## src/hw/rtl/fqa_pkg.sv

```systemverilog
`timescale 1ns / 1ps

package fqa_pkg;

   // Default widths of the fields
   localparam int INPUT_BITS_DEF      = 16;
   localparam int ANGLE_FRAC_BITS_DEF = 13;

   // Datapath: magnitudes are normalized into [2^54, 2^55); x grows by the CORDIC gain
   localparam int DATA_W      = 58;
   localparam int NORM_TOP    = 55;
   localparam int NORM_STAGES = 6;
   localparam int STEP_COUNT  = 30;

   // Angle accumulator in Q2.30
   localparam int Z_W = 33;
   localparam int T_W = 31;
   localparam logic [T_W-1:0] HALF_PI_Q30 = 31'h6487ED51;
   localparam logic [63:0]    PI_Q60      = 64'h3243F6A8885A308D;

   // Result kinds decided at the entry cell
   localparam int KIND_W = 3;
   localparam logic [KIND_W-1:0] KIND_VECTOR   = 3'd0;
   localparam logic [KIND_W-1:0] KIND_ZERO     = 3'd1;
   localparam logic [KIND_W-1:0] KIND_POS_HALF = 3'd2;
   localparam logic [KIND_W-1:0] KIND_NEG_HALF = 3'd3;
   localparam logic [KIND_W-1:0] KIND_NEG_PI   = 3'd4;

   typedef struct packed {
      logic [KIND_W-1:0] kind;
      logic              sine_neg;
      logic              cos_neg;
   } tag_type;

   // atan(2^-i) in Q2.30, truncated, except entries 27 to 29, which are rounded
   function automatic logic [T_W-1:0] atan_q30(input int idx);
      logic [T_W-1:0] t;
      case (idx)
         0:  t = 31'h3243F6A8;
         1:  t = 31'h1DAC6705;
         2:  t = 31'h0FADBAFC;
         3:  t = 31'h07F56EA6;
         4:  t = 31'h03FEAB76;
         5:  t = 31'h01FFD55B;
         6:  t = 31'h00FFFAAA;
         7:  t = 31'h007FFF55;
         8:  t = 31'h003FFFEA;
         9:  t = 31'h001FFFFD;
         10: t = 31'h000FFFFF;
         11: t = 31'h0007FFFF;
         12: t = 31'h0003FFFF;
         13: t = 31'h0001FFFF;
         14: t = 31'h0000FFFF;
         15: t = 31'h00007FFF;
         16: t = 31'h00003FFF;
         17: t = 31'h00001FFF;
         18: t = 31'h00000FFF;
         19: t = 31'h000007FF;
         20: t = 31'h000003FF;
         21: t = 31'h000001FF;
         22: t = 31'h000000FF;
         23: t = 31'h0000007F;
         24: t = 31'h0000003F;
         25: t = 31'h0000001F;
         26: t = 31'h0000000F;
         27: t = 31'h00000008;
         28: t = 31'h00000004;
         29: t = 31'h00000002;
         default: t = '0;
      endcase
      return t;
   endfunction

   // pi in Q60 rounded to nearest after a right shift by sh
   function automatic logic [63:0] round_pi(input int sh);
      logic [63:0] r;
      r = (PI_Q60 + (64'd1 << (sh - 1))) >> sh;
      return r;
   endfunction

endpackage

```

## src/hw/rtl/fqa_norm_cell.sv

```systemverilog
`timescale 1ns / 1ps

module fqa_norm_cell #(
   parameter int SHIFT = 1
) (
   input  logic                        clock,
   input  logic                        reset,
   input  logic                        in_valid,
   output logic                        in_ready,
   input  logic [fqa_pkg::DATA_W-1:0]  in_x,
   input  logic [fqa_pkg::DATA_W-1:0]  in_y,
   input  fqa_pkg::tag_type            in_tag,
   output logic                        out_valid,
   input  logic                        out_ready,
   output logic [fqa_pkg::DATA_W-1:0]  out_x,
   output logic [fqa_pkg::DATA_W-1:0]  out_y,
   output fqa_pkg::tag_type            out_tag
);

   logic                        valid_ff, valid_in;
   logic [fqa_pkg::DATA_W-1:0]  x_ff, x_in, y_ff, y_in;
   fqa_pkg::tag_type            tag_ff;
   logic                        room;

   assign in_ready = !valid_ff || out_ready;

   // Shift both by SHIFT when the larger one stays below 2^55 afterwards
   always_comb begin
      room = ((in_x >> (fqa_pkg::NORM_TOP - SHIFT)) == '0) &&
             ((in_y >> (fqa_pkg::NORM_TOP - SHIFT)) == '0);
      x_in = room ? (in_x << SHIFT) : in_x;
      y_in = room ? (in_y << SHIFT) : in_y;
      valid_in = in_ready ? in_valid : valid_ff;
   end

   always_ff @(posedge clock) begin
      if (reset) valid_ff <= 1'b0;
      else valid_ff <= valid_in;
   end

   always_ff @(posedge clock) begin
      if (in_valid && in_ready) begin
         x_ff   <= x_in;
         y_ff   <= y_in;
         tag_ff <= in_tag;
      end
   end

   assign out_valid = valid_ff;
   assign out_x     = x_ff;
   assign out_y     = y_ff;
   assign out_tag   = tag_ff;

endmodule

```

## config.mk

```make
export PLATFORM = sky130hd
export DESIGN_NAME = fqa_norm_cell
export DESIGN_NICKNAME = d
export VERILOG_FILES = /design/src/hw/rtl/fqa_pkg.sv /design/src/hw/rtl/fqa_norm_cell.sv
export SDC_FILE = /design/constraint.sdc
export NUM_CORES = 1
export LEC_CHECK = 0
export BUFFER_PORTS_ARGS = -buffer_cell sky130_fd_sc_hd__buf_2
export CORE_AREA = 2 2 121 123
export CTS_BUF_LIST = sky130_fd_sc_hd__clkbuf_16
export DETAILED_ROUTE_END_ITERATION = 10
export DIE_AREA = 0 0 123 125
export SYNTH_ARGS = -nofsm -noshare
export SYNTH_HDL_FRONTEND = slang
export SYNTH_SLANG_ARGS = --single-unit
```

## constraint.sdc

```tcl
create_clock -name clock -period 5.3 [get_ports clock]
set_input_delay 0.53 -clock clock [delete_from_list [all_inputs] [get_ports clock]]
set_output_delay 0.53 -clock clock [all_outputs]
set_load 0.005 [all_outputs]
```

Word level (Yosys, flattened, before mapping)
Cells that the tools add are included.
Widths: inputs -> output; s select.
- input port bits: 125
- output and inout bits: 123
- bits in registers: 122
- reduce and logical (&&, ||, !) cells: 6
- muxes and demuxes: 2
- operator list (cell ; count):
    $logic_not 58->1 ; 2
    $mux 58 ; 2
    $logic_and 1x1->1 ; 2
    $logic_not 1->1 ; 1
    $logic_or 1x1->1 ; 1

Logic depth before layout (Yosys ltp)
- depth after elaboration: 3
- depth in mapped cells: 5

Worst setup path before layout
OpenSTA, ideal clock, no wires.
- path kind: input port to flip-flop
- from: in out_ready
- to: reg tag_ff (netlist bit out_tag[0]) (enable)
- data required time: 4.805 ns
- buffers on the path: 0
- stages on the path: 2
- library setup time: 0.495 ns
- path slack: 1.323 ns
- arrival time: 3.483 ns
- path through: nand2b_1 > and2_1
- cells in the longest elaborated chain, start to end: 2
- RTL lines (element ; RTL line ; source):
    from (decl) ; fqa_norm_cell.sv:14 ; input logic out_ready,
    $logic_or 1x1->1 ; fqa_norm_cell.sv:25 ; assign in_ready = !valid_ff || out_ready;
    $logic_and 1x1->1 ; fqa_norm_cell.sv:42 ; if (in_valid && in_ready) begin
    to (signal assigned) ; fqa_norm_cell.sv:45 ; tag_ff <= in_tag;
    to (decl) ; fqa_norm_cell.sv:22 ; fqa_pkg::tag_type tag_ff;
No other way between the ends.
A chain may end at the register's enable or synchronous reset.

Worst setup path in the final report
- from: in in_y[55] in the netlist's numbering
- to: reg x_ff (netlist bit out_x[50]) (data pin)
- cells in the longest elaborated chain, start to end: 3
- RTL lines (element ; RTL line ; source):
    from (decl) ; fqa_norm_cell.sv:11 ; input logic [fqa_pkg::DATA_W-1:0] in_y,
    $logic_not 58->1 ; fqa_norm_cell.sv:30 ; ((in_y >> (fqa_pkg::NORM_TOP - SHIFT)) == '0);
    $logic_and 1x1->1 ; fqa_norm_cell.sv:29 ; room = ((in_x >> (fqa_pkg::NORM_TOP - SHIFT)) == '0) &&
    $mux 58 ; fqa_norm_cell.sv:31 ; x_in = room ? (in_x << SHIFT) : in_x;
    via x_in, one bit ; fqa_norm_cell.sv:21 ; logic [fqa_pkg::DATA_W-1:0] x_ff, x_in, y_ff, y_in;
    to (signal assigned) ; fqa_norm_cell.sv:43 ; x_ff <= x_in;
    to (decl) ; fqa_norm_cell.sv:21 ;
The timed path passes the listed nets, and every way through them passes these cells.

==> impl_metrics.env <==
export IMPL_status="finished clean"
export IMPL_fmax_mhz=418.1
export IMPL_synth_compound_area_share_pct=0.4496
export IMPL_grt_ovfl_total=0
export IMPL_finalSetupViolations=0
export IMPL_muxShareOfSynthArea_pct=23.83
export IMPL_setup_ws_ns=2.908
export IMPL_grt_pass1_vias=3303
export IMPL_clockBufferDepth=2
export IMPL_die_height_um=125
export IMPL_drc_errors=0
export IMPL_worstSetupPathType="input port to register"
export IMPL_htreeDepth=4
export IMPL_nets=632
export IMPL_synth_top_family_by_area="multiplexers"
export IMPL_tightest_slew_ns=0.9798
export IMPL_routedWlPerCell_um=16.02
export IMPL_cp_end_kind="register"
export IMPL_first_pass_iters=4
export IMPL_synth_fa_ha_area_share_pct=0
export IMPL_relSlewSlack_pct=34.68
export IMPL_cts_hold_buf=0
export IMPL_synthSimpleGateAreaFrac_pct=1.124
export IMPL_rr_startpoint="out_valid$_SDFFE_PP0P_"
export IMPL_fin_tns_setup_ns=0
export IMPL_swShare_pct=20.20
export IMPL_worstPathMaxFanout=61
export IMPL_io_pins=248
export IMPL_num_vias=3247
export IMPL_cp_data_required_time_ns=5.45
export IMPL_wl_met3_um=1209
export IMPL_path_clk_slew_ns=0.05
export IMPL_holdPathEnd="out_valid$_SDFFE_PP0P_"
export IMPL_core_um2=14200
export IMPL_highest_layer="met5"
export IMPL_drt_total_wl_um=11280
export IMPL_row_count=44
export IMPL_synth_seq_cells=122
export IMPL_finClkSkew_ns=0.005768
export IMPL_crit_slowest_cell="buf_4"
export IMPL_grt_use_total_pct=14.72
export IMPL_drtIter0Drc=140
export IMPL_path_buf_inv=2
export IMPL_die_width_um=123
export IMPL_synthToLayoutAreaGrowth_pct=39.46
export IMPL_total_leakage_power_nw=2.942
export IMPL_pwr_share_comb_pct=7.7
export IMPL_syn_nets=381
export IMPL_holdCritStartpoint="reset"
export IMPL_vias_per_cell=4.612
export IMPL_irDropWorstVdd_mv=0.1537
export IMPL_yosys_warnings=0
export IMPL_place_gp_congestion=0.7496
export IMPL_initial_core_util_pct=35.27
export IMPL_place_ws_ns=2.531
export IMPL_synth_seq_area_share_pct=72.93
export IMPL_critPathTopFamily="simple AND/OR/NAND/NOR gates"
export IMPL_syn_area_um2=5010
export IMPL_grt_max_degree=76
export IMPL_p_sw_mw=0.4938
export IMPL_power_share_clock_pct=45.4
export IMPL_synthXorXnorAreaFrac_pct=0
export IMPL_seq_power_share_pct=46.9
export IMPL_slew_viol_final=0
export IMPL_p_int_mw=1.951
export IMPL_hold_depth=2
export IMPL_grt_pass1_wl_um=16950
export IMPL_synth_cell_types=15
export IMPL_worstPathCellList="buf_2 -> nor4_2 -> nand2_4 -> buf_4 -> mux2_2"
export IMPL_ant_nets=0
export IMPL_critPathLaunch="in_y[55]"
export IMPL_cp_arrival_ns=2.55
export IMPL_hold_viol_final=0
export IMPL_power_density_nw_per_um2=349.9
export IMPL_cts_tree="built"
export IMPL_final_core_utilization_pct=49.19
export IMPL_rr_endpoint="out_y[6]$_DFFE_PP_"
export IMPL_hold_class="input port to register"
export IMPL_max_cap_viol_count=0
export IMPL_drive_gt1_share_pct=70.91
export IMPL_die_area_um2=15380
export IMPL_cts_sinks=122
export IMPL_met1_length_um=4406
export IMPL_setup_worst_path_start_class="input port"
export IMPL_clkLatencyLatePin_ns=0.41
export IMPL_cts_root_buf="clkbuf_16"
export IMPL_power_total_mw=2.445
export IMPL_cts_resized_gates=0
export IMPL_met2WireLength_um=5489
export IMPL_cts_setup_buffers=0
export IMPL_ff2ff_path_depth=3
export IMPL_synth_avg_cell_area_um2=19.57
export IMPL_dp_hpwl_um=8063
export IMPL_period_minus_slack_ns=2.392
export IMPL_fin_crit_sh_pct=45.13
export IMPL_rrSetupSlack_ns=3.00
export IMPL_antenna_found_initial=2
export IMPL_io_buffers=247
export IMPL_syn_inst=256
export IMPL_cp_slowest_stage_delay_ns=0.51
export IMPL_rsz0062_at_grt="false"
export IMPL_numCtsBuffers=17
per-stage QoR:
stage | instance area [um2] | hold slack, ns | cells
3_5_place_dp | 6419 | 0.5243 | 672
6_report | 6987 | 0.2703 | 704
3_3_place_gp | 6419 | 0.5069 | 672
4_1_cts | 6984 | 0.2457 | 703
2_1_floorplan | 5010 | 0.5225 | 256
5_1_grt | 6984 | 0.2575 | 703
Yosys cell counts:
cell type | number | area share [%]
and2_1 | 3 | 0.37
buf_1 | 8 | 0.60
mux2_1 | 18 | 4.0
clkbuf_1 | 6 | 0.45
buf_6 | 2 | 0.45
dfxtp_1 | 1 | 0.40
inv_1 | 1 | 0.075
a21oi_1 | 1 | 0.10
nand2_2 | 1 | 0.12
a31o_2 | 2 | 0.35
buf_2 | 1 | 0.10
nand2b_1 | 1 | 0.12
nor4_2 | 2 | 0.50
edfxtp_1 | 121 | 73
mux2_2 | 88 | 20
worst reg2reg max path, stage by stage, from the launching register on:
cell and delay (ns):
dfxtp_1 0.31, nand2b_1 0.10, and2_4 0.78, buf_4 0.72
layer usage:
| metal | up-vias | GRT usage [%] |
|---|---|---|
| met3 | 18 | 7.436 |
| met4 | 2 | 6.217 |
| met5 | - | 0 |
| met2 | 161 | 22.85 |
| li1 | 1515 | - |
| met1 | 1551 | 17.17 |
worst max-delay path by stage:
stage	endpoint	slack [ns]	cells past startpoint
after floorplan	out_tag[0]$_DFFE_PP_	1.32	2
after global placement	out_x[25]$_DFFE_PP_	2.57	5
after detailed placement	out_x[31]$_DFFE_PP_	2.53	5
after CTS	out_x[47]$_DFFE_PP_	2.96	5
after global routing	out_x[25]$_DFFE_PP_	2.79	5
final	out_x[50]$_DFFE_PP_	2.91	5
kinds of logic after synthesis:
kind of cell | Yosys count
AO/OA/AOI/OAI | 3
flip-flops | 122
buffers and inverters | 18
multiplexers | 106
AND/OR/NAND/NOR | 7
cells in the final DEF, fill, tap and decap left out:
| cell type | n |
|---|---|
| buf_2 | 247 |
| edfxtp_1 | 121 |
| mux2_2 | 88 |
| mux2_1 | 18 |
| clkbuf_16 | 17 |
| inv_1 | 4 |
| clkinv_2 | 4 |
| bufinv_16 | 3 |
| clkinv_1 | 3 |
| nor4_2 | 2 |
| a31o_2 | 2 |
| and2_1 | 2 |
| buf_4 | 2 |
| diode_2 | 1 |
| nand2b_1 | 1 |
| nand2_4 | 1 |
| and2_4 | 1 |
| a21oi_1 | 1 |
| clkinvlp_4 | 1 |
| dfxtp_1 | 1 |
flip-flops by register name, summed over array words and instances, names as in the netlist:
name and cells:
out_tag 5, out_y 58, out_x 58, out_valid 1
power by group through the flow:
stage | logic (mW) | clock network, mW | registers (mW)
after global placement | 0.187 | 0 | 1.16
after floorplan | 0.0576 | 0 | 1.18
after global routing | 0.209 | 1.18 | 1.15
after CTS | 0.192 | 1.14 | 1.15
final | 0.189 | 1.11 | 1.15
after detailed placement | 0.191 | 0 | 1.16
area by class of cell:
cell class | instances | area [um2]
inverter | 1 | 3.754
multi-input combinational | 116 | 1280
fill | 1243 | 7217
clock inverter | 14 | 140.1
antenna | 1 | 2.502
timing repair buffer | 249 | 1251
sequential | 122 | 3654
clock buffer | 17 | 425.4
tap | 184 | 230.2
No activity file was read; power rests on OpenSTA's default activity.
