--- src/hw/rtl/fqa_pkg.sv ---
`timescale 1ns / 1ps

package fqa_pkg;

   // Default widths of the fields
   localparam int INPUT_BITS_DEF      = 16;
   localparam int ANGLE_FRAC_BITS_DEF = 13;

   // Datapath: magnitudes are normalized into [2^54, 2^55); x grows by the CORDIC gain
   localparam int DATA_W      = 58;
   localparam int NORM_TOP    = 55;
   localparam int NORM_STAGES = 6;
   localparam int STEP_COUNT  = 30;

   // Angle accumulator in Q2.30
   localparam int Z_W = 33;
   localparam int T_W = 31;
   localparam logic [T_W-1:0] HALF_PI_Q30 = 31'h6487ED51;
   localparam logic [63:0]    PI_Q60      = 64'h3243F6A8885A308D;

   // Result kinds decided at the entry cell
   localparam int KIND_W = 3;
   localparam logic [KIND_W-1:0] KIND_VECTOR   = 3'd0;
   localparam logic [KIND_W-1:0] KIND_ZERO     = 3'd1;
   localparam logic [KIND_W-1:0] KIND_POS_HALF = 3'd2;
   localparam logic [KIND_W-1:0] KIND_NEG_HALF = 3'd3;
   localparam logic [KIND_W-1:0] KIND_NEG_PI   = 3'd4;

   typedef struct packed {
      logic [KIND_W-1:0] kind;
      logic              sine_neg;
      logic              cos_neg;
   } tag_type;

   // atan(2^-i) in Q2.30, truncated, except entries 27 to 29, which are rounded
   function automatic logic [T_W-1:0] atan_q30(input int idx);
      logic [T_W-1:0] t;
      case (idx)
         0:  t = 31'h3243F6A8;
         1:  t = 31'h1DAC6705;
         2:  t = 31'h0FADBAFC;
         3:  t = 31'h07F56EA6;
         4:  t = 31'h03FEAB76;
         5:  t = 31'h01FFD55B;
         6:  t = 31'h00FFFAAA;
         7:  t = 31'h007FFF55;
         8:  t = 31'h003FFFEA;
         9:  t = 31'h001FFFFD;
         10: t = 31'h000FFFFF;
         11: t = 31'h0007FFFF;
         12: t = 31'h0003FFFF;
         13: t = 31'h0001FFFF;
         14: t = 31'h0000FFFF;
         15: t = 31'h00007FFF;
         16: t = 31'h00003FFF;
         17: t = 31'h00001FFF;
         18: t = 31'h00000FFF;
         19: t = 31'h000007FF;
         20: t = 31'h000003FF;
         21: t = 31'h000001FF;
         22: t = 31'h000000FF;
         23: t = 31'h0000007F;
         24: t = 31'h0000003F;
         25: t = 31'h0000001F;
         26: t = 31'h0000000F;
         27: t = 31'h00000008;
         28: t = 31'h00000004;
         29: t = 31'h00000002;
         default: t = '0;
      endcase
      return t;
   endfunction

   // pi in Q60 rounded to nearest after a right shift by sh
   function automatic logic [63:0] round_pi(input int sh);
      logic [63:0] r;
      r = (PI_Q60 + (64'd1 << (sh - 1))) >> sh;
      return r;
   endfunction

endpackage

--- src/hw/rtl/fqa_exit_cell.sv ---
`timescale 1ns / 1ps

module fqa_exit_cell #(
   parameter int ANGLE_FRAC_BITS = fqa_pkg::ANGLE_FRAC_BITS_DEF
) (
   input  logic                             clock,
   input  logic                             reset,
   input  logic                             in_valid,
   output logic                             in_ready,
   input  logic signed [fqa_pkg::Z_W-1:0]   in_z,
   input  fqa_pkg::tag_type                 in_tag,
   output logic                             out_valid,
   input  logic                             out_ready,
   output logic signed [ANGLE_FRAC_BITS+2:0] out_angle
);

   localparam int AW = ANGLE_FRAC_BITS + 3;
   localparam logic [63:0]   PiWide   = fqa_pkg::round_pi(60 - ANGLE_FRAC_BITS);
   localparam logic [63:0]   HalfWide = fqa_pkg::round_pi(61 - ANGLE_FRAC_BITS);
   localparam logic [AW-1:0] PiF      = PiWide[AW-1:0];
   localparam logic [AW-1:0] HalfF    = HalfWide[AW-1:0];
   localparam logic [fqa_pkg::T_W:0] Rnd = (fqa_pkg::T_W + 1)'(1) << (29 - ANGLE_FRAC_BITS);

   logic                        valid_ff, valid_in;
   logic [AW-1:0]               angle_ff, angle_in;
   logic [fqa_pkg::Z_W-2:0]     z_pos;
   logic [fqa_pkg::T_W-1:0]     z_cl;
   logic [fqa_pkg::T_W:0]       z_sum, theta_wide;
   logic [AW-1:0]               theta;

   assign in_ready = !valid_ff || out_ready;

   // Clamp to [0, pi/2], round to the output scale, place in the quadrant; special kinds take fixed angles
   always_comb begin
      z_pos = in_z[fqa_pkg::Z_W-2:0];
      if (in_z[fqa_pkg::Z_W-1]) z_cl = '0;
      else if (z_pos > (fqa_pkg::Z_W - 1)'(fqa_pkg::HALF_PI_Q30)) z_cl = fqa_pkg::HALF_PI_Q30;
      else z_cl = z_pos[fqa_pkg::T_W-1:0];
      z_sum      = {1'b0, z_cl} + Rnd;
      theta_wide = z_sum >> (30 - ANGLE_FRAC_BITS);
      theta      = theta_wide[AW-1:0];
      case (in_tag.kind)
         fqa_pkg::KIND_VECTOR: begin
            if (in_tag.cos_neg) angle_in = in_tag.sine_neg ? (theta - PiF) : (PiF - theta);
            else angle_in = in_tag.sine_neg ? (~theta + 1'b1) : theta;
         end
         fqa_pkg::KIND_POS_HALF: angle_in = HalfF;
         fqa_pkg::KIND_NEG_HALF: angle_in = ~HalfF + 1'b1;
         fqa_pkg::KIND_NEG_PI:   angle_in = ~PiF + 1'b1;
         default:                angle_in = '0;
      endcase
      valid_in = in_ready ? in_valid : valid_ff;
   end

   always_ff @(posedge clock) begin
      if (reset) valid_ff <= 1'b0;
      else valid_ff <= valid_in;
   end

   always_ff @(posedge clock) begin
      if (in_valid && in_ready) angle_ff <= angle_in;
   end

   assign out_valid = valid_ff;
   assign out_angle = angle_ff;

endmodule

--- config.mk ---
export PLATFORM = sky130hd
export DESIGN_NAME = fqa_exit_cell
export DESIGN_NICKNAME = d
export VERILOG_FILES = /design/src/hw/rtl/fqa_pkg.sv /design/src/hw/rtl/fqa_exit_cell.sv
export SDC_FILE = /design/constraint.sdc
export NUM_CORES = 1
export LEC_CHECK = 0
export CAP_MARGIN = 20
export CELL_PAD_IN_SITES_DETAIL_PLACEMENT = 1
export CELL_PAD_IN_SITES_GLOBAL_PLACEMENT = 2
export CORE_MARGIN = 2
export CORE_UTILIZATION = 40
export DETAILED_ROUTE_END_ITERATION = 8
export DONT_BUFFER_PORTS = 1
export PLACE_DENSITY_LB_ADDON = 0.1
export SLEW_MARGIN = 20
export SYNTH_ARGS = -nofsm -noshare
export SYNTH_HDL_FRONTEND = slang
export SYNTH_SLANG_ARGS = --single-unit
--- constraint.sdc ---
create_clock -name clock -period 8.3 [get_ports clock]
set_clock_uncertainty 0.05 [all_clocks]
set_input_delay 2.49 -clock clock [delete_from_list [all_inputs] [get_ports clock]]
set_output_delay 2.49 -clock clock [all_outputs]
set_load 0.01 [all_outputs]
======== After elaboration in Yosys (flattened, before gate mapping) ========
Index checks and enable logic that the tools add are counted.
cells by class
  add/subtract/negate cells ............... 4
  multiply operators ...................... 0
  divide/modulo/power cells ............... 0
  order comparisons ....................... 1
  equal/unequal tests ..................... 3
  shift-type cells ........................ 0
  multiplexer cells ....................... 6
  bitwise gates (word level) .............. 1
  reduce and logical (&&, ||, !) cells .... 4
operators by type and width
  kind                                                   count
  one-hot mux 16 bit (4 select lines)                    1
  2-to-1 mux 31 bit                                      2
  2-to-1 mux 16 bit                                      3
  adder 31 x 17 -> 32 bit (second input constant)        1
  > comparator 32 x 31 -> 1 bit (second input constant)  1
  adder 16 x 1 -> 16 bit (second input constant)         1
  NOT 15 -> 16 bit                                       1
  subtractor 15 x 15 -> 16 bit (first input constant)    1
  subtractor 15 x 15 -> 16 bit (second input constant)   1
  equality test 3 x 2 -> 1 bit (second input constant)   2
  equality test 3 bit (second input constant)            1
  zero test 3 bit                                        1
  logical AND 1 bit                                      1
  zero test 1 bit                                        1
  logical OR 1 bit                                       1
storage, ports and cells
  register bits after elaboration ......... 17
  latch bits .............................. 0
  memory bits (writable) .................. 0
  memory bits (read-only) ................. 0
  input port bits ......................... 42
  output and inout bits ................... 18
  memories kept ........................... 0

======== Depth between registers and ports, before layout ========
  depth in word-level cells ............... 9
  gate-level depth with buffers ........... 19
  gate-level depth less buffers ........... 18

======== Worst setup path before layout ========
Ideal clock, no wire load.
  path kind ............................... input-to-reg
  start ................................... input in_z[17] (netlist name)
  end ..................................... register angle_ff[13] (netlist: out_angle[13]) (data pin)
  library setup time ...................... 275 ps
  arrival ................................. 5973 ps
  data required time ...................... 7975 ps
  path slack .............................. 2002 ps
  stages .................................. 18
  buffers on the path ..................... 0
  cells stage by stage .................... nand3_2 or4_4 o2111ai_1 nand3_2 a21oi_1 ha_1 nand3_1 xor2_1 nor2_1 ha_1 inv_1 nor2_1 and3_1 a221o_2 o21ai_0 o311ai_1 nor4_1 a211oi_1
between the ends
  cells in the longest elaborated chain, start to end .. 9
  elaborated cells on any way between the ends .. 12
  those cells by class .................... 4 x add/sub; 1 x order compare; 6 x mux; 1 x bitwise
ends and longest elaborated chain
  element                                  line                 text
  start: declaration                       fqa_exit_cell.sv:10  input logic signed [fqa_pkg::Z_W-1:0] in_z,
  > comparator 32 x 31 -> 1 bit            fqa_exit_cell.sv:37  else if (z_pos > (fqa_pkg::Z_W - 1)'(fqa_pkg::HALF_PI_Q30)) z_cl = fqa_pkg::HALF_PI_Q30;
  2-to-1 mux 31 bit (*)                    fqa_exit_cell.sv:37
  2-to-1 mux 31 bit (*)                    fqa_exit_cell.sv:36  if (in_z[fqa_pkg::Z_W-1]) z_cl = '0;
  adder 31 x 17 -> 32 bit (*)              fqa_exit_cell.sv:39  z_sum = {1'b0, z_cl} + Rnd;
  NOT 15 -> 16 bit                         fqa_exit_cell.sv:45  else angle_in = in_tag.sine_neg ? (~theta + 1'b1) : theta;
  adder 16 x 1 -> 16 bit                   fqa_exit_cell.sv:45
  2-to-1 mux 16 bit                        fqa_exit_cell.sv:45
  2-to-1 mux 16 bit (*)                    fqa_exit_cell.sv:44  if (in_tag.cos_neg) angle_in = in_tag.sine_neg ? (theta - PiF) : (PiF - theta);
  one-hot mux 16 bit (4 select lines) (*)  fqa_exit_cell.sv:42  case (in_tag.kind)
  via angle_in[13]                         fqa_exit_cell.sv:25  logic [AW-1:0] angle_ff, angle_in;
  end signal: assignment                   fqa_exit_cell.sv:61  if (in_valid && in_ready) angle_ff <= angle_in;
  end: declaration                         fqa_exit_cell.sv:25
The timed path passes the listed nets; every way through them passes the cells marked *.
A chain may end at the register's enable or synchronous reset.

======== Worst setup path after layout ========
  start ................................... input in_z[17] (netlist name)
  end ..................................... register angle_ff[9] (netlist: out_angle[9]) (data pin)
The elaborated chain is that of the path after synthesis.

==> reports/qor.csv <==
metric,value,unit
grt_max_degree,26,
avgSynthCellArea,7.94,sq um
pre_cts_slack,1.29,ns
clk_latency,0.25,ns
gp_congestion,0.875,
worstSetupEndpointType,flop,
dp_hpwl,6580,um
leakagePower,0.860,nW
grtUsageMet2,0.414,
synth-edff-count,16,
antennaDiodeCount,0,
async_flop_share,0,
slew_viol_final,0,
gr-total-overflow,0,
worstSetupStartpointType,input pin,
ys.flop_type,edfxtp_1,
rsz0062_at_grt,no,
firstDrtPassIters,4,
h-tree-depth,1,
post_cts_resized,0,
vias_per_cell,6.71,
antenna_found_initial,0,
start_util,0.407,
num_vias,2583,
hold_viol_final,0,
hold_buffers,0,
setup_viol,0,
synth_area,2540,sq um
hold_class,reg2reg,
die-height,83.7,um
grt_pass1_vias,2592,
met1_usage,0.283,
cp.arrival,6.70,ns
die_x,83.7,um
maxSlewHeadroom,0.524,
design_area,2600,sq um
grt_first_pass_wirelength,13100,um
synth_cells,320,
path_class,in2reg,
slowest_stage,or4_4,
syn_nets,367,
die-area,7000,sq um
root_buffer,clkbuf_8,
grt_use_total,0.231,
ys_seq_elements,17,
std_cell_rows,29,
grt_use_met3,0.0237,
clock.fmax,148,MHz
yosysSeqAreaShare,0.197,
nFillCells,785,
layout_setup_ws,1.56,ns
min_period_over_period,0.812,
peakVddDrop,0.0717,mV
path_cells,nand3_2 > or4_4 > o2111ai_1 > nand3_2 > a21oi_1 > ha_1 > nand3_1 > xor2_1 > nor2_1 > ha_1 > inv_1 > nor2_1 > and3_1 > a221o_2 > o21ai_0 > o221ai_1 > xnor2_1 > a21oi_1,
dpl_cell_area,2560,sq um
io_pins,60,
portBuffers,0,
cts.sinks,17,
grt_busiest_layer,met2,
core_area,6240,sq um
cts.clk_slew.worst_paths,0.07,ns
cts_inserted_buffers,3,
wl_per_cell,21.2,um
syn_to_final_growth,2.51,%
yosys_warnings,0,
max_stage_delay,0.53,ns
final_antenna_net_count,0,
setup_tns,0,ns
drv_cap,0,
outcome,"finished, final reports clean",
drt_wl_total,8180,um
min_period,6.74,ns
tightest_slew,0.714,ns
post_cts_buffers,0,
cts_tree,done,
powerDensity,104,nW/um^2
final_util,0.417,
layout-drive-gt1-share,0.114,
drc_errors,0,
synth_cell_type_count,87,
critPathRequiredTime,8.26,ns
cts_max_path_buffers,2,
drt_iter0_markers,164,
finalNetCount,356,
worstPathMaxFanout,8,
==> logic make-up (layout without fill, tap and decap cells) <==
kind of cell | count (synthesis) | count (layout) | share of synthesized area
AND/OR/NAND/NOR | 144 | 144 | 0.317
AO/OA/AOI/OAI | 104 | 104 | 0.342
buffers and inverters | 31 | 19 | 0.0527
flip-flops | 17 | 17 | 0.197
XOR/XNOR | 16 | 16 | 0.0552
adder cells (fa/ha/maj) | 5 | 5 | 0.0246
multiplexers | 3 | 3 | 0.0118
==> cells in the mapped netlist, types with 2 or more instances <==
cell       number  area, sq um
nor4_1          7         43.8
o311a_1         2         20.0
nand3b_1        3         22.5
nor2_1         37          139
a21boi_0        2         15.0
a21oi_1        16         80.1
nand4b_1        4         35.0
inv_1          15         56.3
buf_2           8         40.0
xor2_1          6         52.6
a31oi_1         7         43.8
a2111oi_2       2         30.0
mux2i_1         3         30.0
or4_1           2         15.0
a31o_2          2         17.5
edfxtp_1       16          480
a2111oi_0       2         17.5
nand2b_1        2         12.5
nand2_1        24         90.1
o21ai_0        15         75.1
o21ai_1         2         10.0
nand4_1         6         37.5
or2_2           2         12.5
nor3_1          9         45.0
and3_1          4         25.0
o41ai_1         2         17.5
clkbuf_1        7         26.3
or2_1           2         12.5
a211o_1         2         17.5
xnor2_1        10         87.6
a211oi_1        7         52.6
o32ai_2         2         32.5
or3_1           3         18.8
nor4b_2         2         30.0
and4_1          3         26.3
nand3_1        15         75.1
a311oi_1        3         26.3
and2_1          7         43.8
ha_1            5         62.6
nand3_2         2         20.0
a21o_1          2         15.0
o31ai_1         3         22.5
==> per-stage QoR <==
| step | hold WS [ns] | instances | total power, mW |
|---|---|---|---|
| detailed placement | 0.577 | 381 | 0.210 |
| global route | 0.617 | 385 | 0.287 |
| CTS | 0.588 | 385 | 0.273 |
| floorplan | 0.543 | 320 | 0.196 |
| finish | 0.577 | 385 | 0.272 |
| global placement | 0.564 | 381 | 0.209 |
==> final cells by class <==
cell class / count / area (sq um) / area share
multi-input cells: 272 / 1910 / 0.732
clock buffers: 4 / 45.0 / 0.0173
well taps: 77 / 96.3 / 0.0370
inverters: 15 / 56.3 / 0.0216
flip-flops and latches: 17 / 500 / 0.192
==> sequential cells by signal, summed over array words and instances (netlist names) <==
| signal | count |
|---|---|
| out_angle | 16 |
| out_valid | 1 |
==> routing by layer <==
| layer | wire length (um) | vias to the layer above |
|---|---|---|
| met5 | 0 | - |
| met4 | 240 | 0 |
| met3 | 342 | 20 |
| met2 | 4050 | 87 |
| met1 | 3550 | 1244 |
| li1 | - | 1232 |
==> cells in the final DEF (no fill, tap or decap), drive strengths merged, types with 7 or more instances in the layout <==
cell type / n
xnor2: 10
o21ai: 18
nand3: 17
nor2: 37
nand2: 24
edfxtp: 16
nor3: 11
inv: 15
a21oi: 17
and2: 7
a31oi: 8
nor4: 7
a211oi: 8
==> report_power, final <==
part / total [mW] / switching, mW / internal, mW / leakage, nW
Clock: 0.0627 / 0.0286 / 0.0341 / 0.0228
Sequential: 0.108 / 0.00529 / 0.102 / 0.168
Combinational: 0.101 / 0.0622 / 0.0393 / 0.670
Total: 0.272 / 0.0961 / 0.176 / 0.860
==> critical path: cells and delay by family <==
kind | cells | cell delay, ns
XOR/XNOR | 2 | 0.59
AO/OA/AOI/OAI | 6 | 1.56
AND/OR/NAND/NOR | 7 | 1.44
adder cells (fa/ha/maj) | 2 | 0.53
buffers and inverters | 1 | 0.07
==> worst paths after layout <==
check	start	endpoint	slack (ns)	cells past startpoint
max	in_z[17]	out_angle[9]$_DFFE_PP_	1.56	18
max reg2reg	out_valid$_SDFFE_PP0N_	out_angle[1]$_DFFE_PP_	6.76	2
min reg2reg	out_valid$_SDFFE_PP0N_	out_valid$_SDFFE_PP0N_	0.58	2
min	out_valid$_SDFFE_PP0N_	out_valid$_SDFFE_PP0N_	0.58	2
Note: power is estimated with default switching activity, not from simulation.
