[src/hw/rtl/fqa_pkg.sv]
`timescale 1ns / 1ps

package fqa_pkg;

   // Default widths of the fields
   localparam int INPUT_BITS_DEF      = 16;
   localparam int ANGLE_FRAC_BITS_DEF = 13;

   // Datapath: magnitudes are normalized into [2^54, 2^55); x grows by the CORDIC gain
   localparam int DATA_W      = 58;
   localparam int NORM_TOP    = 55;
   localparam int NORM_STAGES = 6;
   localparam int STEP_COUNT  = 30;

   // Angle accumulator in Q2.30
   localparam int Z_W = 33;
   localparam int T_W = 31;
   localparam logic [T_W-1:0] HALF_PI_Q30 = 31'h6487ED51;
   localparam logic [63:0]    PI_Q60      = 64'h3243F6A8885A308D;

   // Result kinds decided at the entry cell
   localparam int KIND_W = 3;
   localparam logic [KIND_W-1:0] KIND_VECTOR   = 3'd0;
   localparam logic [KIND_W-1:0] KIND_ZERO     = 3'd1;
   localparam logic [KIND_W-1:0] KIND_POS_HALF = 3'd2;
   localparam logic [KIND_W-1:0] KIND_NEG_HALF = 3'd3;
   localparam logic [KIND_W-1:0] KIND_NEG_PI   = 3'd4;

   typedef struct packed {
      logic [KIND_W-1:0] kind;
      logic              sine_neg;
      logic              cos_neg;
   } tag_type;

   // atan(2^-i) in Q2.30, truncated, except entries 27 to 29, which are rounded
   function automatic logic [T_W-1:0] atan_q30(input int idx);
      logic [T_W-1:0] t;
      case (idx)
         0:  t = 31'h3243F6A8;
         1:  t = 31'h1DAC6705;
         2:  t = 31'h0FADBAFC;
         3:  t = 31'h07F56EA6;
         4:  t = 31'h03FEAB76;
         5:  t = 31'h01FFD55B;
         6:  t = 31'h00FFFAAA;
         7:  t = 31'h007FFF55;
         8:  t = 31'h003FFFEA;
         9:  t = 31'h001FFFFD;
         10: t = 31'h000FFFFF;
         11: t = 31'h0007FFFF;
         12: t = 31'h0003FFFF;
         13: t = 31'h0001FFFF;
         14: t = 31'h0000FFFF;
         15: t = 31'h00007FFF;
         16: t = 31'h00003FFF;
         17: t = 31'h00001FFF;
         18: t = 31'h00000FFF;
         19: t = 31'h000007FF;
         20: t = 31'h000003FF;
         21: t = 31'h000001FF;
         22: t = 31'h000000FF;
         23: t = 31'h0000007F;
         24: t = 31'h0000003F;
         25: t = 31'h0000001F;
         26: t = 31'h0000000F;
         27: t = 31'h00000008;
         28: t = 31'h00000004;
         29: t = 31'h00000002;
         default: t = '0;
      endcase
      return t;
   endfunction

   // pi in Q60 rounded to nearest after a right shift by sh
   function automatic logic [63:0] round_pi(input int sh);
      logic [63:0] r;
      r = (PI_Q60 + (64'd1 << (sh - 1))) >> sh;
      return r;
   endfunction

endpackage

[src/hw/rtl/fqa_entry_cell.sv]
`timescale 1ns / 1ps

module fqa_entry_cell #(
   parameter int INPUT_BITS = fqa_pkg::INPUT_BITS_DEF
) (
   input  logic                             clock,
   input  logic                             reset,
   input  logic                             in_valid,
   output logic                             in_ready,
   input  logic signed [INPUT_BITS-1:0]     sine_value,
   input  logic signed [INPUT_BITS-1:0]     cosine_value,
   output logic                             out_valid,
   input  logic                             out_ready,
   output logic [fqa_pkg::DATA_W-1:0]       out_x,
   output logic [fqa_pkg::DATA_W-1:0]       out_y,
   output fqa_pkg::tag_type                 out_tag
);

   logic                        valid_ff, valid_in;
   logic [fqa_pkg::DATA_W-1:0]  x_ff, x_in, y_ff, y_in;
   fqa_pkg::tag_type            tag_ff, tag_in;
   logic [INPUT_BITS-1:0]       s_mag, c_mag;
   logic                        s_zero, c_zero;

   assign in_ready = !valid_ff || out_ready;

   // Magnitudes and special-case classification
   always_comb begin
      s_mag  = sine_value[INPUT_BITS-1] ? (~sine_value + 1'b1) : sine_value;
      c_mag  = cosine_value[INPUT_BITS-1] ? (~cosine_value + 1'b1) : cosine_value;
      s_zero = (sine_value == '0);
      c_zero = (cosine_value == '0);
      tag_in.sine_neg = sine_value[INPUT_BITS-1];
      tag_in.cos_neg  = cosine_value[INPUT_BITS-1];
      if (c_zero) begin
         if (s_zero) tag_in.kind = fqa_pkg::KIND_ZERO;
         else if (sine_value[INPUT_BITS-1]) tag_in.kind = fqa_pkg::KIND_NEG_HALF;
         else tag_in.kind = fqa_pkg::KIND_POS_HALF;
      end else if (s_zero) begin
         tag_in.kind = cosine_value[INPUT_BITS-1] ? fqa_pkg::KIND_NEG_PI : fqa_pkg::KIND_ZERO;
      end else begin
         tag_in.kind = fqa_pkg::KIND_VECTOR;
      end
      x_in     = fqa_pkg::DATA_W'(c_mag);
      y_in     = fqa_pkg::DATA_W'(s_mag);
      valid_in = in_ready ? in_valid : valid_ff;
   end

   always_ff @(posedge clock) begin
      if (reset) valid_ff <= 1'b0;
      else valid_ff <= valid_in;
   end

   always_ff @(posedge clock) begin
      if (in_valid && in_ready) begin
         x_ff   <= x_in;
         y_ff   <= y_in;
         tag_ff <= tag_in;
      end
   end

   assign out_valid = valid_ff;
   assign out_x     = x_ff;
   assign out_y     = y_ff;
   assign out_tag   = tag_ff;

endmodule

[config.mk]
export PLATFORM = sky130hd
export DESIGN_NAME = fqa_entry_cell
export DESIGN_NICKNAME = d
export VERILOG_FILES = /design/src/hw/rtl/fqa_pkg.sv /design/src/hw/rtl/fqa_entry_cell.sv
export SDC_FILE = /design/constraint.sdc
export NUM_CORES = 1
export LEC_CHECK = 0
export ABC_AREA = 1
export BUFFER_PORTS_ARGS = -buffer_cell sky130_fd_sc_hd__buf_2
export CAP_MARGIN = 20
export CORE_MARGIN = 10
export CORE_UTILIZATION = 35
export DETAILED_ROUTE_END_ITERATION = 8
export HOLD_SLACK_MARGIN = 0.02
export PLACE_DENSITY = 0.78
export SYNTH_ARGS = -nofsm -noshare
export SYNTH_HDL_FRONTEND = slang
export SYNTH_SLANG_ARGS = --single-unit
export TNS_END_PERCENT = 5
[constraint.sdc]
create_clock -name clock -period 7.3 [get_ports clock]
set_input_delay 0.365 -clock clock [delete_from_list [all_inputs] [get_ports clock]]
set_output_delay 0.365 -clock clock [all_outputs]
set_load 0.1 [all_outputs]
# Word level (Yosys, flattened, before mapping)
# Cells that the tools add are included.
# word_totals
word_cells	24
reg_bits	38
output_inout_bits	123
# classes
muxes	7
n_reduce_logical	5
bitwise_logic	2
add_sub_neg	2
# op_table
op	count
adder 16 x 1 -> 16 bit, second input constant	2
logical NOT 16 bit	2
inverter 16 bit	2
2-to-1 mux 15 bit	2
2-to-1 mux 3 bit	3
2-to-1 mux 2 bit	1
logical AND 1 bit	1
logical NOT 1 bit	1
logical OR 1 bit	1
2-to-1 mux 1 bit	1

# Longest topological paths before layout
# Gate-level depths: netlist of run 1.
# logic_depth
depth_word	3
mapped_depth	9
mapped_depth_nobuf	9

# Worst setup path after synthesis of run 1
# OpenSTA, ideal clock, no wires.
# synth_timing
path_type	reg2reg
start	register valid_ff, in the netlist out_valid
end	register tag_ff, in the netlist out_tag[0] (enable)
path_stages_with_launch	2
path_buffers	0
required_ns	6.857
setup_slack_ns	4.208
period_less_slack_ns	3.092
arrival_time_ns	2.648
path_cell_list	dfxtp_1 a21oi_1
# synth_between
elab_chain_len	3
# synth_rtl
element	line	rtl
start: declaration	fqa_entry_cell.sv:19	logic valid_ff, valid_in;
start signal: assignment	fqa_entry_cell.sv:51	else valid_ff <= valid_in;
logical NOT 1 bit	fqa_entry_cell.sv:25	assign in_ready = !valid_ff || out_ready;
logical OR 1 bit	fqa_entry_cell.sv:25	
logical AND 1 bit	fqa_entry_cell.sv:55	if (in_valid && in_ready) begin
end signal: assignment	fqa_entry_cell.sv:58	tag_ff <= tag_in;
end: declaration	fqa_entry_cell.sv:21	fqa_pkg::tag_type tag_ff, tag_in;
# No other way between the ends.
# A chain may end at the register's enable or synchronous reset.

# Worst setup path after layout of run 1
# layout_timing
start	register valid_ff, in the netlist out_valid
end	output port in_ready
# layout_between
elab_chain_len	2
# layout_rtl
element	line	rtl
logical NOT 1 bit	fqa_entry_cell.sv:25	
logical OR 1 bit	fqa_entry_cell.sv:25	
end: declaration	fqa_entry_cell.sv:9	output logic in_ready,
# No other way between the ends.

==> results of run 1 <==
## how the worst min path moves through the flow
| stage | from | endpoint | slack [ps] |
|---|---|---|---|
| after floorplan | reset | out_valid | 430 |
| after detailed placement | reset | out_valid | 530 |
| final | reset | out_valid | 230 |
| after global routing | reset | out_valid | 230 |
| after CTS | reset | out_valid | 230 |
| after global placement | out_valid | out_valid | 530 |
## kinds of logic (layout without fill, tap and decap cells)
| kind of cell | count (synthesis) | count (layout) | share of synthesized area, % |
|---|---|---|---|
| and+or+nand+nor | 115 | 115 | 18.8 |
| DFF | 38 | 38 | 43.5 |
| other | 1 | 84 | 0.144 |
| adders and majority gates | 2 | 2 | 0.963 |
| xor gates and xnor gates | 17 | 17 | 5.73 |
| buffers and inverters | 110 | 106 | 28.2 |
| AOI/OAI and AO/OA | 13 | 13 | 2.65 |
## sequential cells by signal, indices dropped and copies added (netlist names)
signal,flops
out_y,16
out_x,16
out_tag,5
out_valid,1
## layer usage
| metal | track usage [%] | up-vias | routed length (um) |
|---|---|---|---|
| li1 | - | 934 | - |
| met1 | 9.81 | 863 | 2370 |
| met2 | 17.2 | 120 | 2710 |
| met3 | 3.08 | 8 | 561 |
| met4 | 5.13 | 0 | 115 |
| met5 | 0 | - | 0 |
## power groups by stage
| stage | logic, W | clock network [W] | registers [W] |
|---|---|---|---|
| 6_report | 0.000377 | 0.000137 | 0.000263 |
| 2_1_floorplan | 0.000258 | 0 | 0.000383 |
| 5_1_grt | 0.000390 | 0.000144 | 0.000265 |
| 4_1_cts | 0.000374 | 0.000139 | 0.000264 |
| 3_3_place_gp | 0.000371 | 0 | 0.000268 |
| 3_5_place_dp | 0.000374 | 0 | 0.000268 |
## metrics by stage
stage,utilization [%],hold WS (ps),worst slack [ps],total power (W)
after floorplan,-,434,4210,0.000641
after global placement,38.2,525,5520,0.000639
after detailed placement,38.2,531,5460,0.000642
after CTS,39.3,230,5630,0.000777
after global routing,39.6,233,5740,0.000799
final,39.6,230,5770,0.000778
## cell usage after synthesis
cell type / n / area (um^2)
ha_1: 2 / 25.0
nand4_1: 3 / 18.8
o21ai_0: 6 / 30.0
nand3_1: 17 / 85.1
nor3_1: 3 / 15.0
o21ai_1: 2 / 10.0
conb_1: 1 / 3.75
inv_1: 22 / 82.6
xnor2_1: 9 / 78.8
buf_2: 3 / 15.0
nor2_2: 1 / 6.26
nand2_1: 54 / 203
nor2_4: 1 / 11.3
nand2_2: 1 / 6.26
inv_2: 1 / 3.75
nand3b_1: 3 / 22.5
edfxtp_1: 37 / 1110
buf_4: 84 / 631
dfxtp_1: 1 / 20.0
nor2_1: 32 / 120
a21oi_1: 4 / 20.0
xor2_1: 8 / 70.1
o21ai_2: 1 / 8.76
## cell type report
class                      count  area [um^2]
multi-input combinational    231         1060
timing repair buffer          75          390
clock inverter                 2         8.76
fill                         712         4380
sequential                    38         1130
tap                           99          124
inverter                      23         86.3
clock buffer                   6         72.6
==> summary.txt, run 1 <==
Inst Count DP -> 465
CP Class -> flip-flop to output port
CTS tree -> yes
Clock Latency Late Sink -> 290 ps
I/O pins -> 159
Chip Width -> 106 um
Worst Path Buf+Inv -> 1
Post-CTS Setup Inserts -> 0
Clk Tree Root Cell -> clkbuf_8
Cells after Synth -> 296
Setup crit end -> in_ready
P&R area growth vs syn -> 10.5%
Max Freq -> 654 MHz
worst min path class -> primary input to flip-flop
Ys Warns -> 0
Max H-tree Level -> 2
crit path max fanout -> 3
required time of the critical path -> 6930 ps
CP max stage delay -> 430 ps
CP Launch Type -> flip-flop
DRC errors left -> 0
Net Sw Frac -> 54.0%
Seq pwr share -> 33.8%
First DRT Iteration DRCs -> 50
area of the die -> 11,300 um^2
post-DP HPWL -> 4790 um
Clock Path Buffers -> 2
commonest non-fill, non-tap cell in the layout -> conb_1
Mean Syn Cell Area -> 8.78 um^2
first-pass GRT wire length -> 9140 um
post-synthesis sequential area ratio -> 43.5%
Top delay family on crit path -> buffers and inverters
initial antenna violation count -> 0
R2R setup slack -> 6030 ps
GPL Wtd Cong -> 0.831
CTS sink count -> 38
Detailed Route WL -> 5760 um
R2R Path Start -> out_valid
Pwr per Cell Area -> 271 nW/um^2
First-pass DRT Iterations -> 4
Critical Path Slowest Stage Cell -> buf_2
DIE HEIGHT -> 106 um
worst path cell trace -> nand2_1 -> buf_2
final clock skew -> 6.70 ps
mapped cell area -> 2600 um^2
worst vdd ir -> 0.0923 mV
gr usage total -> 9.62%
clock slew at reported path FFs -> 70 ps
non-filler cells, final -> 474
effective utilization at floorplan -> 35.8%
nets -> 412
largest net degree at the start of global routing -> 38
Cell Area, Placed -> 2770 um^2
setup TNS -> 0 ps
hold path depth -> 2
Clk pwr share -> 17.6%
ANT nets after route -> 0
Max Transition Viols Final -> 0
Port Buffers -> 74
hold buffer count at cts -> 0
post-synthesis cell type count -> 23
FF-to-FF End -> out_y[2]
kind of end point of the critical path -> output port
crit path launch -> out_valid
row count -> 31
Final Hold Fails -> 0
switching pwr -> 0.000420 W
total congestion overflow -> 0
vias in the first global route -> 2,157
layout cells sized above 1 -> 23.2%
final worst path period share -> 20.9%
WL/cell -> 12.1 um
Worst Path Arrival -> 1160 ps
#FFs+latches synth -> 38
Logic pwr share -> 48.5%
CTS Buf Count -> 5
RSZ-0062 raised after global routing -> false
WP depth -> 2
Final Critical Period -> 1530 ps
final design area excluding fillers -> 2870 um^2
P_int -> 0.000358 W
# diodes -> 0
most frequent cells in the layout -> 84 x conb_1, 74 x buf_2, 54 x nand2_1, 37 x edfxtp_1, 32 x nor2_1
status -> finished, final reports clean
maxcap violations -> 0
setup violators final -> 0
LEAKAGE -> 1.43 nW
routed vias/inst -> 4.06
core area -> 7250 um^2
R2R depth -> 2
vias post-DR -> 1,925
Post-CTS Resized -> 0
Note: power is estimated with default switching activity, not from simulation.
==> run 2, diff against run 1 <==
ABC_AREA = 0   (was 1)
clock period = 1.5 ns   (was 7.3 ns; I/O delays follow)
==> summary.txt, run 2 <==
Top delay family on crit path -> simple AND/OR/NAND/NOR gates
Post-synth EDFFs -> 37 (unchanged)
CTS Buf Count -> 5 (unchanged)
# diodes -> 0 (unchanged)
initial antenna violation count -> 0 (unchanged)
Worst Path Buf+Inv -> 2 (+1)
Mean Syn Cell Area -> 11.3 um^2 (+28%)
R2R Path Start -> out_valid
CP max stage delay -> 520 ps (+90 ps)
LEAKAGE -> 1.32 nW (-7.2%)
Synth top area share -> 42.5% (-0.25 points)
post-synth top area cell -> edfxtp_1
GPL Wtd Cong -> 0.838 (+0.91%)
Inst Count DP -> 412 (-11%)
commonest non-fill, non-tap cell in the layout -> conb_1
Pwr per Cell Area -> 1280 nW/um^2 (+370%)
Final Critical Period -> 1390 ps
Synth top cells by count -> 84 x buf_4, 37 x edfxtp_1, 26 x xnor2_1, 8 x o21ai_0
status -> finished, final reports clean
hold_ws -> 82.7 ps (-147 ps)
worst min path class -> primary input to flip-flop
mapped cell area -> 2610 um^2 (+0.58%)
ys async rst share -> 0% (unchanged)
First-pass DRT Iterations -> 4 (unchanged)
effective utilization at floorplan -> 36.0% (+0.21 points)
top cells by area, synth -> edfxtp_1 43%, buf_4 24%, xnor2_1 8.7%
required time of the critical path -> 1540 ps (-5390 ps)
ANT nets after route -> 0 (unchanged)
post-synthesis cell type count -> 34 (+48%)
CTS sink count -> 38 (unchanged)
Post-CTS Setup Inserts -> 0 (unchanged)
Clk Tree Root Cell -> clkbuf_8
setup violators final -> 0 (unchanged)
worst path cell trace -> buf_2 -> inv_1 -> ha_1 -> or4b_4 -> o41ai_2 -> xnor2_1
layout cells sized above 1 -> 36.1% (+13 points)
hold_sp -> cosine_value[0]
post-synthesis sequential area ratio -> 43.3% (-0.25 points)
Clock Path Buffers -> 2 (unchanged)
I/O pins -> 159 (unchanged)
DIE HEIGHT -> 106 um (+0.24%)
nets -> 361 (-12%)
crit path launch -> cosine_value[1]
maxcap violations -> 0 (unchanged)
Max Transition Viols Final -> 0 (unchanged)
row count -> 31 (unchanged)
total congestion overflow -> 0 (unchanged)
post-DP HPWL -> 4770 um (-0.53%)
Ys Warns -> 0 (unchanged)
final clock skew -> 8.24 ps (+1.55 ps)
Worst Max-Slew Pin Slew -> 517 ps
Detailed Route WL -> 5800 um (+0.75%)
vias post-DR -> 1,755 (-8.8%)
Max H-tree Level -> 2 (unchanged)
setup TNS -> 0 ps (unchanged)
gr usage total -> 9.58% (-0.043 points)
Clock Latency Late Sink -> 290 ps (about the same)
Final Power -> 0.00384 W (+390%)
Rel. slew slack -> 65.2%
CTS tree -> yes
crit path max fanout -> 5 (+2)
First DRT Iteration DRCs -> 44 (-12%)
clock slew at reported path FFs -> 70 ps (about the same)
RSZ-0062 raised after global routing -> false
largest net degree at the start of global routing -> 25 (-34%)
CP Class -> primary input to flip-flop
vias in the first global route -> 1,975 (-8.4%)
DRC errors left -> 0 (unchanged)
Max Freq -> 719 MHz
Worst Path Arrival -> 1430 ps (+270 ps)
hold buffer count at cts -> 3 (+3)
core area -> 7250 um^2 (unchanged)
P&R area growth vs syn -> 15.4%
Final Hold Fails -> 0 (unchanged)
#FFs+latches synth -> 38 (unchanged)
worst vdd ir -> 0.438 mV (+370%)
Cells after Synth -> 232 (-22%)
non-filler cells, final -> 423 (-11%)
area of the die -> 11,300 um^2 (+0.47%)
Critical Path Slowest Stage Cell -> or4b_4
top-count cell post-synth -> buf_4
kind of end point of the critical path -> flip-flop
WL/cell -> 13.7 um (+13%)
Primary FF master, synth -> edfxtp_1
Chip Width -> 106 um (+0.24%)
Post-CTS Resized -> 0 (unchanged)
routed vias/inst -> 4.15 (+2.2%)
CP Launch Type -> primary input
final worst path period share -> 92.7%
most frequent cells in the layout -> 84 x conb_1, 74 x buf_2, 37 x edfxtp_1, 26 x xnor2_1, 16 x buf_4
Port Buffers -> 74 (unchanged)
first-pass GRT wire length -> 8960 um (-2.0%)
-- run 2: kinds of logic (layout without fill, tap and decap cells) --
group	after synthesis	in the layout	synth area share [%]
buffers and inverters	99	108	26.6
and+or+nand+nor	39	39	10.2
DFF	38	38	43.3
AOI/OAI and AO/OA	27	27	10.0
xor gates and xnor gates	26	26	8.72
adders and majority gates	2	2	0.958
other	1	84	0.144
-- run 2: report_power, final --
group          switching [W]  total [W]  leakage (nW)  internal [W]
clock network       0.000349   0.000667        0.0416      0.000318
logic                0.00168    0.00189         0.912      0.000210
registers          0.0000183    0.00128         0.368       0.00127
total                0.00205    0.00384          1.32       0.00179
-- run 2: metrics by stage --
stage | utilization (%) | worst slack, ps | cell area, um^2
after CTS | 41.6 | 113 | 3010
after floorplan | - | -29.1 | 2940
after global routing | 41.6 | 6.18 | 3010
final | 41.6 | 110 | 3010
after detailed placement | 40.0 | -195 | 2900
after global placement | 40.0 | -164 | 2900
-- run 2: path summary, 6_finish.rpt --
kind	slack, ps	to	depth (start not counted)
min reg2reg	800	out_y[0]	2
min	80	out_x[0]	2
max	110	out_x[14]	6
max reg2reg	330	out_tag[0]	3
-- run 2: worst reg2reg max path: cells and delay by family (launching register included) --
family                 cells  cell delay, ps
and+or+nand+nor            2             310
buffers and inverters      1             200
DFF                        1             350
-- run 2: final cells by class --
type / count / area [um^2]
inverters: 6 / 22.5
repair buffers: 94 / 541
fillers: 707 / 4240
multi-input cells: 178 / 1110
well taps: 99 / 124
clock buffers: 5 / 68.8
flip-flops and latches: 38 / 1130
clock inverters: 3 / 16.3
-- run 2: metal layers --
layer  track usage (%)  vias up  part of all wire (%)
met4              5.42        0                   1.4
met5                 0        -                     0
met2              16.5      114                    50
li1                  -      830                     -
met3              3.14        6                   9.0
met1              10.1      805                    40
